File: config.mk
export PLATFORM = sky130hd
export DESIGN_NAME = fenp_fmul
export DESIGN_NICKNAME = d
export VERILOG_FILES = /design/src/hdl/assert_macros.svh /design/src/hdl/fenp_pkg.sv /design/src/hdl/fenp_fmul.sv
export SDC_FILE = /design/constraint.sdc
export NUM_CORES = 2
export LEC_CHECK = 0
export ABC_AREA = 1
export BUFFER_PORTS_ARGS = -buffer_cell sky130_fd_sc_hd__buf_2
export CORE_ASPECT_RATIO = 1.4
export CORE_MARGIN = 1
export CORE_UTILIZATION = 40
export CTS_BUF_LIST = sky130_fd_sc_hd__clkbuf_4
export DETAILED_ROUTE_END_ITERATION = 10
export PLACE_DENSITY_LB_ADDON = 0.3
export SYNTH_ARGS = -nofsm -noshare
export SYNTH_HDL_FRONTEND = slang
export SYNTH_SLANG_ARGS = --single-unit
File: constraint.sdc
create_clock -name clk -period 9.6 [get_ports clk]
set_clock_uncertainty 0.2 [all_clocks]
set_input_delay 0.48 -clock clk [delete_from_list [all_inputs] [get_ports clk]]
set_output_delay 0.48 -clock clk [all_outputs]
set_load 0.005 [all_outputs]
File: src/hdl/assert_macros.svh
// ---------------------------------------------------------------------------
// assert_macros.svh
// assertion helpers used by fast_exp_neg_approx, clocked on clk, disabled in reset
// ---------------------------------------------------------------------------
`ifndef ASSERT_MACROS_SVH
`define ASSERT_MACROS_SVH

// same-cycle implication
`define ASSERT_IMPL(lbl, ante, cons) \
    lbl: assert property (@(posedge clk) disable iff (!rst_n) (ante) |-> (cons)) \
        else $error("assertion failed");

// next-cycle implication
`define ASSERT_NEXT(lbl, ante, cons) \
    lbl: assert property (@(posedge clk) disable iff (!rst_n) (ante) |=> (cons)) \
        else $error("assertion failed");

`endif

File: src/hdl/fenp_pkg.sv
// ---------------------------------------------------------------------------
// fenp_pkg
// types, constants and single-precision helper functions for the exp unit
// ---------------------------------------------------------------------------
package fenp_pkg;

    localparam int NUM_CFG = 8;

    localparam int CFG_LN2     = 0;
    localparam int CFG_INV_LN2 = 1;
    localparam int CFG_C0      = 2;
    localparam int CFG_C1      = 3;
    localparam int CFG_C2      = 4;
    localparam int CFG_C3      = 5;
    localparam int CFG_C4      = 6;
    localparam int CFG_C5      = 7;

    localparam int HORNER_STEPS = 5;

    localparam logic [31:0] CFG_RESET [NUM_CFG] = '{
        32'h3F317218, 32'h3FB8AA3B, 32'h3F800000, 32'h3F800000,
        32'h3F000000, 32'h3E2AAAAB, 32'h3D2AAAAB, 32'h3C088889
    };

    localparam logic [31:0] POS_LIMIT = 32'h42AE0000;
    localparam logic [31:0] NEG_LIMIT = 32'hC2AE0000;
    localparam logic [31:0] QNAN_DEF  = 32'hFFC00000;
    localparam logic [31:0] QUIET_BIT = 32'h00400000;
    localparam logic [31:0] POS_2P31  = 32'h4F000000;
    localparam logic [31:0] NEG_2P31  = 32'hCF000000;
    localparam logic [8:0]  EXP_BIAS  = 9'd127;

    typedef struct packed {
        logic        last;
        logic [8:0]  ebits;
        logic [31:0] val;
    } side_t;

    typedef struct packed {
        logic               sp;
        logic [31:0]        sp_bits;
        logic               sign;
        logic signed [11:0] exp;
        logic [47:0]        mant;
    } fpre_t;

    typedef struct packed {
        logic [31:0] nf;
        logic [8:0]  ebits;
    } trunc_t;

    function automatic logic is_nan(input logic [31:0] x);
        return (&x[30:23]) && (|x[22:0]);
    endfunction

    function automatic logic is_inf(input logic [31:0] x);
        return (&x[30:23]) && !(|x[22:0]);
    endfunction

    function automatic logic is_zero(input logic [31:0] x);
        return !(|x[30:0]);
    endfunction

    function automatic logic flt(input logic [31:0] a, input logic [31:0] b);
        logic res;
        if (is_nan(a) || is_nan(b) || (is_zero(a) && is_zero(b)))
            res = 1'b0;
        else if (a[31] != b[31])
            res = a[31];
        else if (!a[31])
            res = a[30:0] < b[30:0];
        else
            res = a[30:0] > b[30:0];
        return res;
    endfunction

    function automatic logic [31:0] clamp_neg(input logic [31:0] s);
        logic [31:0] x;
        x = {~s[31], s[30:0]};
        x = flt(NEG_LIMIT, x) ? x : NEG_LIMIT;
        x = flt(x, POS_LIMIT) ? x : POS_LIMIT;
        return x;
    endfunction

    function automatic trunc_t trunc_split(input logic [31:0] p);
        trunc_t      t;
        logic [7:0]  e;
        logic [31:0] mag;
        logic [31:0] n;
        logic [4:0]  sh;
        e = p[30:23];
        mag = '0;
        sh = '0;
        if (is_nan(p)) begin
            n = '0;
            t.nf = '0;
        end else if (e >= 8'd158) begin
            n = p[31] ? 32'h80000000 : 32'h7FFFFFFF;
            t.nf = p[31] ? NEG_2P31 : POS_2P31;
        end else if (e < 8'd127) begin
            n = '0;
            t.nf = '0;
        end else begin
            mag = {8'b0, 1'b1, p[22:0]};
            if (e >= 8'd150) begin
                sh = 5'(e - 8'd150);
                mag = mag << sh;
                t.nf = p;
            end else begin
                sh = 5'(8'd150 - e);
                mag = mag >> sh;
                t.nf = {p[31:23], p[22:0] & ~((23'd1 << sh) - 23'd1)};
            end
            n = p[31] ? (32'd0 - mag) : mag;
        end
        t.ebits = n[8:0] + EXP_BIAS;
        return t;
    endfunction

    function automatic logic [5:0] lzc48(input logic [47:0] m);
        logic [5:0] c;
        c = '0;
        for (int i = 0; i < 48; i++) begin
            if (m[i])
                c = 6'(47 - i);
        end
        return c;
    endfunction

    function automatic fpre_t fmul_pre(input logic [31:0] a, input logic [31:0] b);
        fpre_t      f;
        logic [7:0] ea;
        logic [7:0] eb;
        f.sign = a[31] ^ b[31];
        f.sp = 1'b1;
        f.sp_bits = '0;
        f.exp = '0;
        f.mant = '0;
        ea = (a[30:23] == 8'd0) ? 8'd1 : a[30:23];
        eb = (b[30:23] == 8'd0) ? 8'd1 : b[30:23];
        if (is_nan(a))
            f.sp_bits = a | QUIET_BIT;
        else if (is_nan(b))
            f.sp_bits = b | QUIET_BIT;
        else if ((is_inf(a) && is_zero(b)) || (is_zero(a) && is_inf(b)))
            f.sp_bits = QNAN_DEF;
        else if (is_inf(a) || is_inf(b))
            f.sp_bits = {f.sign, 8'hFF, 23'b0};
        else if (is_zero(a) || is_zero(b))
            f.sp_bits = {f.sign, 31'b0};
        else begin
            f.sp = 1'b0;
            f.mant = {|a[30:23], a[22:0]} * {|b[30:23], b[22:0]};
            f.exp = $signed({4'b0, ea}) + $signed({4'b0, eb}) - 12'sd126;
        end
        return f;
    endfunction

    function automatic fpre_t fadd_pre(input logic [31:0] a, input logic [31:0] b);
        fpre_t       f;
        logic [31:0] big;
        logic [31:0] sml;
        logic [7:0]  eb;
        logic [7:0]  es;
        logic [7:0]  d;
        logic [47:0] bm;
        logic [47:0] sm;
        logic        stk;
        f.sp = 1'b1;
        f.sp_bits = '0;
        f.sign = 1'b0;
        f.exp = '0;
        f.mant = '0;
        if (a[30:0] >= b[30:0]) begin
            big = a;
            sml = b;
        end else begin
            big = b;
            sml = a;
        end
        eb = (big[30:23] == 8'd0) ? 8'd1 : big[30:23];
        es = (sml[30:23] == 8'd0) ? 8'd1 : sml[30:23];
        d = eb - es;
        bm = {1'b0, |big[30:23], big[22:0], 23'b0};
        sm = {1'b0, |sml[30:23], sml[22:0], 23'b0};
        if (d >= 8'd48) begin
            stk = |sm;
            sm = '0;
        end else begin
            stk = |(sm & ((48'd1 << d) - 48'd1));
            sm = sm >> d;
        end
        sm[0] = sm[0] | stk;
        if (is_nan(a))
            f.sp_bits = a | QUIET_BIT;
        else if (is_nan(b))
            f.sp_bits = b | QUIET_BIT;
        else if (is_inf(a) && is_inf(b) && (a[31] != b[31]))
            f.sp_bits = QNAN_DEF;
        else if (is_inf(a))
            f.sp_bits = a;
        else if (is_inf(b))
            f.sp_bits = b;
        else begin
            f.sp = 1'b0;
            f.mant = (a[31] == b[31]) ? (bm + sm) : (bm - sm);
            f.sign = (f.mant == 48'd0) ? (a[31] & b[31]) : big[31];
            f.exp = $signed({4'b0, eb}) + 12'sd1;
        end
        return f;
    endfunction

    function automatic logic [31:0] round_pack(input fpre_t f);
        logic [31:0]        res;
        logic [47:0]        m;
        logic signed [12:0] e;
        logic [12:0]        sh;
        logic [5:0]         lz;
        logic               stk;
        logic               up;
        logic [24:0]        r25;
        logic [23:0]        r;
        stk = 1'b0;
        lz = lzc48(f.mant);
        m = f.mant << lz;
        e = {f.exp[11], f.exp} - $signed({7'b0, lz});
        if (e < 13'sd1) begin
            sh = 13'(13'sd1 - e);
            if (sh >= 13'd48) begin
                stk = |m;
                m = '0;
            end else begin
                stk = |(m & ((48'd1 << sh) - 48'd1));
                m = m >> sh;
            end
            e = 13'sd1;
        end
        up = m[23] && ((|m[22:0]) || stk || m[24]);
        r25 = {1'b0, m[47:24]} + {24'b0, up};
        if (r25[24]) begin
            r = r25[24:1];
            e = e + 13'sd1;
        end else begin
            r = r25[23:0];
        end
        if (f.sp)
            res = f.sp_bits;
        else if (f.mant == 48'd0)
            res = {f.sign, 31'b0};
        else if (e >= 13'sd255)
            res = {f.sign, 8'hFF, 23'b0};
        else
            res = {f.sign, (r[23] ? e[7:0] : 8'h00), r[22:0]};
        return res;
    endfunction

endpackage

File: src/hdl/fenp_fmul.sv
// ---------------------------------------------------------------------------
// fenp_fmul
// two-stage single-precision multiplier, round to nearest even
// ---------------------------------------------------------------------------
module fenp_fmul
(
    input  logic            clk,
    input  logic            rst_n,
    input  logic            adv,
    input  logic            in_valid,
    input  logic [31:0]     a,
    input  logic [31:0]     b,
    input  fenp_pkg::side_t in_side,
    output logic            out_valid,
    output logic [31:0]     y,
    output fenp_pkg::side_t out_side
);
    import fenp_pkg::*;

    logic        va_reg;
    fpre_t       pre_reg;
    fpre_t       pre_next;
    side_t       sa_reg;
    logic        vb_reg;
    logic [31:0] y_reg;
    logic [31:0] y_next;
    side_t       sb_reg;

    assign pre_next = fmul_pre(a, b);
    assign y_next   = round_pack(pre_reg);

    always_ff @(posedge clk or negedge rst_n)
    begin
        if (!rst_n)
        begin
            va_reg <= 1'b0;
            vb_reg <= 1'b0;
        end
        else if (adv)
        begin
            va_reg <= in_valid;
            vb_reg <= va_reg;
        end
    end

    always_ff @(posedge clk)
    begin
        if (adv)
        begin
            pre_reg <= pre_next;
            sa_reg  <= in_side;
            y_reg   <= y_next;
            sb_reg  <= sa_reg;
        end
    end

    assign out_valid = vb_reg;
    assign y         = y_reg;
    assign out_side  = sb_reg;
endmodule

==> impl_metrics.env <==
export IMPL_cts_tree="done"
export IMPL_synth_flop_cell="edfxtp_1"
export IMPL_hold_viol_final=0
export IMPL_first_iter_violations=2822
export IMPL_synth_nets=5827
export IMPL_top_layer="met5"
export IMPL_ys_seq_area_frac=0.173
export IMPL_slowest_stage="fa_2"
export IMPL_clock_latency_ns=0.83
export IMPL_grt_max_degree=85
export IMPL_finalCritPeriodShare=0.964
export IMPL_endpoint_kind="flop"
export IMPL_critPathTopFamily="simple AND/OR/NAND/NOR gates"
export IMPL_clockBufferDepth=3
export IMPL_wire_per_inst_um=19.7
export IMPL_die_h_um=358
export IMPL_tightest_slew_ns=0.875
export IMPL_netlist_area_um2=36300
export IMPL_syn_to_final_growth_pct=11.7
export IMPL_crit_type="flop to flop"
export IMPL_fmax_ghz=0.108
export IMPL_initial_utilization=0.404
export IMPL_die_x_um=257
export IMPL_place_worst_setup_slack_ns=-0.0210
export IMPL_cp_max_fo=8
export IMPL_largest_register_ffs=92
export IMPL_ys_seq_elements=210
export IMPL_drc=0
export IMPL_rows=130
export IMPL_nNetsFinal=6028
export IMPL_clkTransAtPathRegs_ns=0.08
export IMPL_regArea_um2=6300
export IMPL_finalMaxSlewViolations=0
export IMPL_grt_pass1_vias=34400
export IMPL_wl_mm=127
export IMPL_cts_max_level=2
export IMPL_wl_met1_mm=48.8
export IMPL_vias=34500
export IMPL_ys_types=63
export IMPL_io_buffers=184
export IMPL_yosys_warnings=0
export IMPL_status="finished, final reports clean"
export IMPL_rsz0062_at_grt="yes"
export IMPL_synth_edf_count=208
export IMPL_multi_input_area_um2=25600
export IMPL_worstPathRequired_ns=9.90
export IMPL_ant_nets=0
export IMPL_arrival_ns=9.55
export IMPL_netlist_instances=5033
export IMPL_detailroute_wirelength_met3_mm=7.75
export IMPL_grt_pass1_wl_mm=194
export IMPL_place_inst=6299
export IMPL_cts_buffers=47
export IMPL_crit_top_cell="nand2_1"
export IMPL_io_pins=185
export IMPL_wl_met2_mm=62.8
export IMPL_crit_path_start_kind="flop"
export IMPL_dieArea_um2=92000
export IMPL_fin_ws_ns=0.347
export IMPL_hold_class="primary input to flop"
export IMPL_clock_root_buffer="clkbuf_4"
export IMPL_place_area_um2=39000
export IMPL_synthArstFlopShare=0.00952
export IMPL_fillers=9254
export IMPL_grt_usage=0.274
export IMPL_via_per_inst=5.34
export IMPL_cap_viol_max_count=0
export IMPL_fin_area_um2=40600
export IMPL_relSlewSlack=0.415
export IMPL_first_pass_iters=9
export IMPL_place_gp_congestion=1.02
export IMPL_hpwlAfterDp_mm=102
export IMPL_layout_drive_gt1_share=0.109
export IMPL_clkSinkCount=210
export IMPL_period_needed_ns=9.25
export IMPL_worst_path_buf_inv=12
export IMPL_grt_ovfl_total=0
export IMPL_setup_violations=0
export IMPL_antenna_found_initial=8
export IMPL_max_stage_delay_ns=0.42
export IMPL_final_instance_count_excl_fill=6460
export IMPL_fin_hold_ws_ns=0.0762
export IMPL_synth_avg_cell_area_um2=7.21
export IMPL_core_area_um2=89800
stage by stage:
stage | util | TNS (ns)
2_1_floorplan | - | 0
3_3_place_gp | 0.434 | 0
3_5_place_dp | 0.434 | -0.0210
5_1_grt | 0.452 | -0.815
4_1_cts | 0.447 | 0
6_report | 0.452 | 0
cell families (layout without fill, tap and decap cells):
group                      after synthesis  in the layout  share of synthesized area
and+or+nand+nor                       2531           2531                      0.298
buffers and inverters                 1236           1471                      0.130
xor gates and xnor gates                57             57                     0.0137
other                                    0              4                          0
adders and majority gates              684            684                      0.336
muxes                                    1              1                   0.000310
AOI/OAI and AO/OA                      314            314                     0.0486
DFF                                    210            210                      0.173
path summary, 6_finish.rpt:
kind / cells after the start / slack, ns / end / from
worst max-delay path: 96 / 0.35 / y[0]$_DFFE_PP_ / pre_reg[2]$_SDFFCE_PP0P_
worst min-delay path: 1 / 0.08 / sa_reg[29]$_DFFE_PP_ / adv
worst max register to register: 96 / 0.35 / y[0]$_DFFE_PP_ / pre_reg[2]$_SDFFCE_PP0P_
worst min register to register: 0 / 0.12 / out_side[11]$_DFFE_PP_ / sa_reg[11]$_DFFE_PP_
max in group asynchronous: 3 / 8.75 / out_valid$_DFFE_PN0P_ / rst_n
min in group asynchronous: 3 / 0.32 / va_reg$_DFFE_PN0P_ / rst_n
Yosys cell counts (3+ instances only):
cell / count / share of area
xor2_1: 42 / 0.010
a31oi_1: 4 / 0.00069
inv_2: 18 / 0.0019
o21ai_0: 105 / 0.014
clkinv_1: 8 / 0.00083
clkbuf_1: 221 / 0.023
nor2_1: 242 / 0.025
o21bai_1: 5 / 0.0010
a21oi_1: 119 / 0.016
xnor2_1: 15 / 0.0036
nor2_2: 5 / 0.00086
edfxtp_1: 208 / 0.17
nor3_1: 43 / 0.0059
nand2_1: 1430 / 0.15
nand3b_1: 3 / 0.00062
o21ai_1: 31 / 0.0043
buf_2: 20 / 0.0028
nand3_2: 5 / 0.0014
nand2_4: 3 / 0.00093
fa_1: 484 / 0.27
a22oi_1: 3 / 0.00062
buf_6: 6 / 0.0019
and2_1: 5 / 0.00086
ha_1: 200 / 0.069
o211ai_1: 9 / 0.0019
o22ai_1: 3 / 0.00052
o2111ai_1: 4 / 0.00096
buf_1: 33 / 0.0034
and3_1: 5 / 0.00086
inv_1: 928 / 0.096
or4_1: 3 / 0.00062
nand3_1: 689 / 0.095
nor4_1: 23 / 0.0040
nand4_1: 62 / 0.011
o221ai_1: 6 / 0.0014
o21a_1: 8 / 0.0017
placed cells by master (no fill, tap or decap), types with 5 or more instances in the layout:
cell type and n:
a21oi_1 117, and2_1 5, and3_1 5, buf_2 183, buf_4 198, clkbuf_4 73
clkinv_1 12, dlygate4sd3_1 48, edfxtp_1 208, fa_1 483, ha_1 197, inv_1 915
inv_2 29, nand2_1 1426, nand2_2 5, nand3_1 685, nand3_2 9, nand4_1 62
nor2_1 227, nor2_2 12, nor2_4 10, nor3_1 38, nor3_2 6, nor4_1 22
o211ai_1 9, o21a_1 8, o21ai_0 102, o21ai_1 30, o21ai_2 5, o221ai_1 5
xnor2_1 13, xor2_1 38
worst reg2reg max path, delay by kind of cell, from the launching register on:
kind            cells  cell delay (ns)
buf+inv            12             0.92
simple gates       75             5.88
compound gates      4             0.54
xor+xnor            2             0.29
flops               1             0.41
fa+ha+maj           3             0.77
repair_timing:
item | in CTS | in global routing
endpoints found under the hold margin | 47 | 0
gates resized for setup | 2 | 75
hold buffers | 48 | 0
buffers inserted | 2 | 25
setup endpoints to repair | 1 | 31
pin swaps | 3 | 43
cell type report:
cell class,count,area share
diodes,4,0.000247
clock buffers,73,0.0135
clock inverters,10,0.00207
inverters,954,0.0884
multi-input cells,3587,0.631
flip-flops and latches,210,0.155
well taps,1188,0.0366
repair buffers,434,0.0725
layer usage:
metal / track usage / vias up
met5: 0 / -
met4: 0.144 / 4
met2: 0.488 / 1428
li1: - / 16100
met1: 0.324 / 16600
met3: 0.0308 / 356
Power is not shown: default switching activity piles up to over one toggle a cycle in this logic, so the estimate is an artifact.
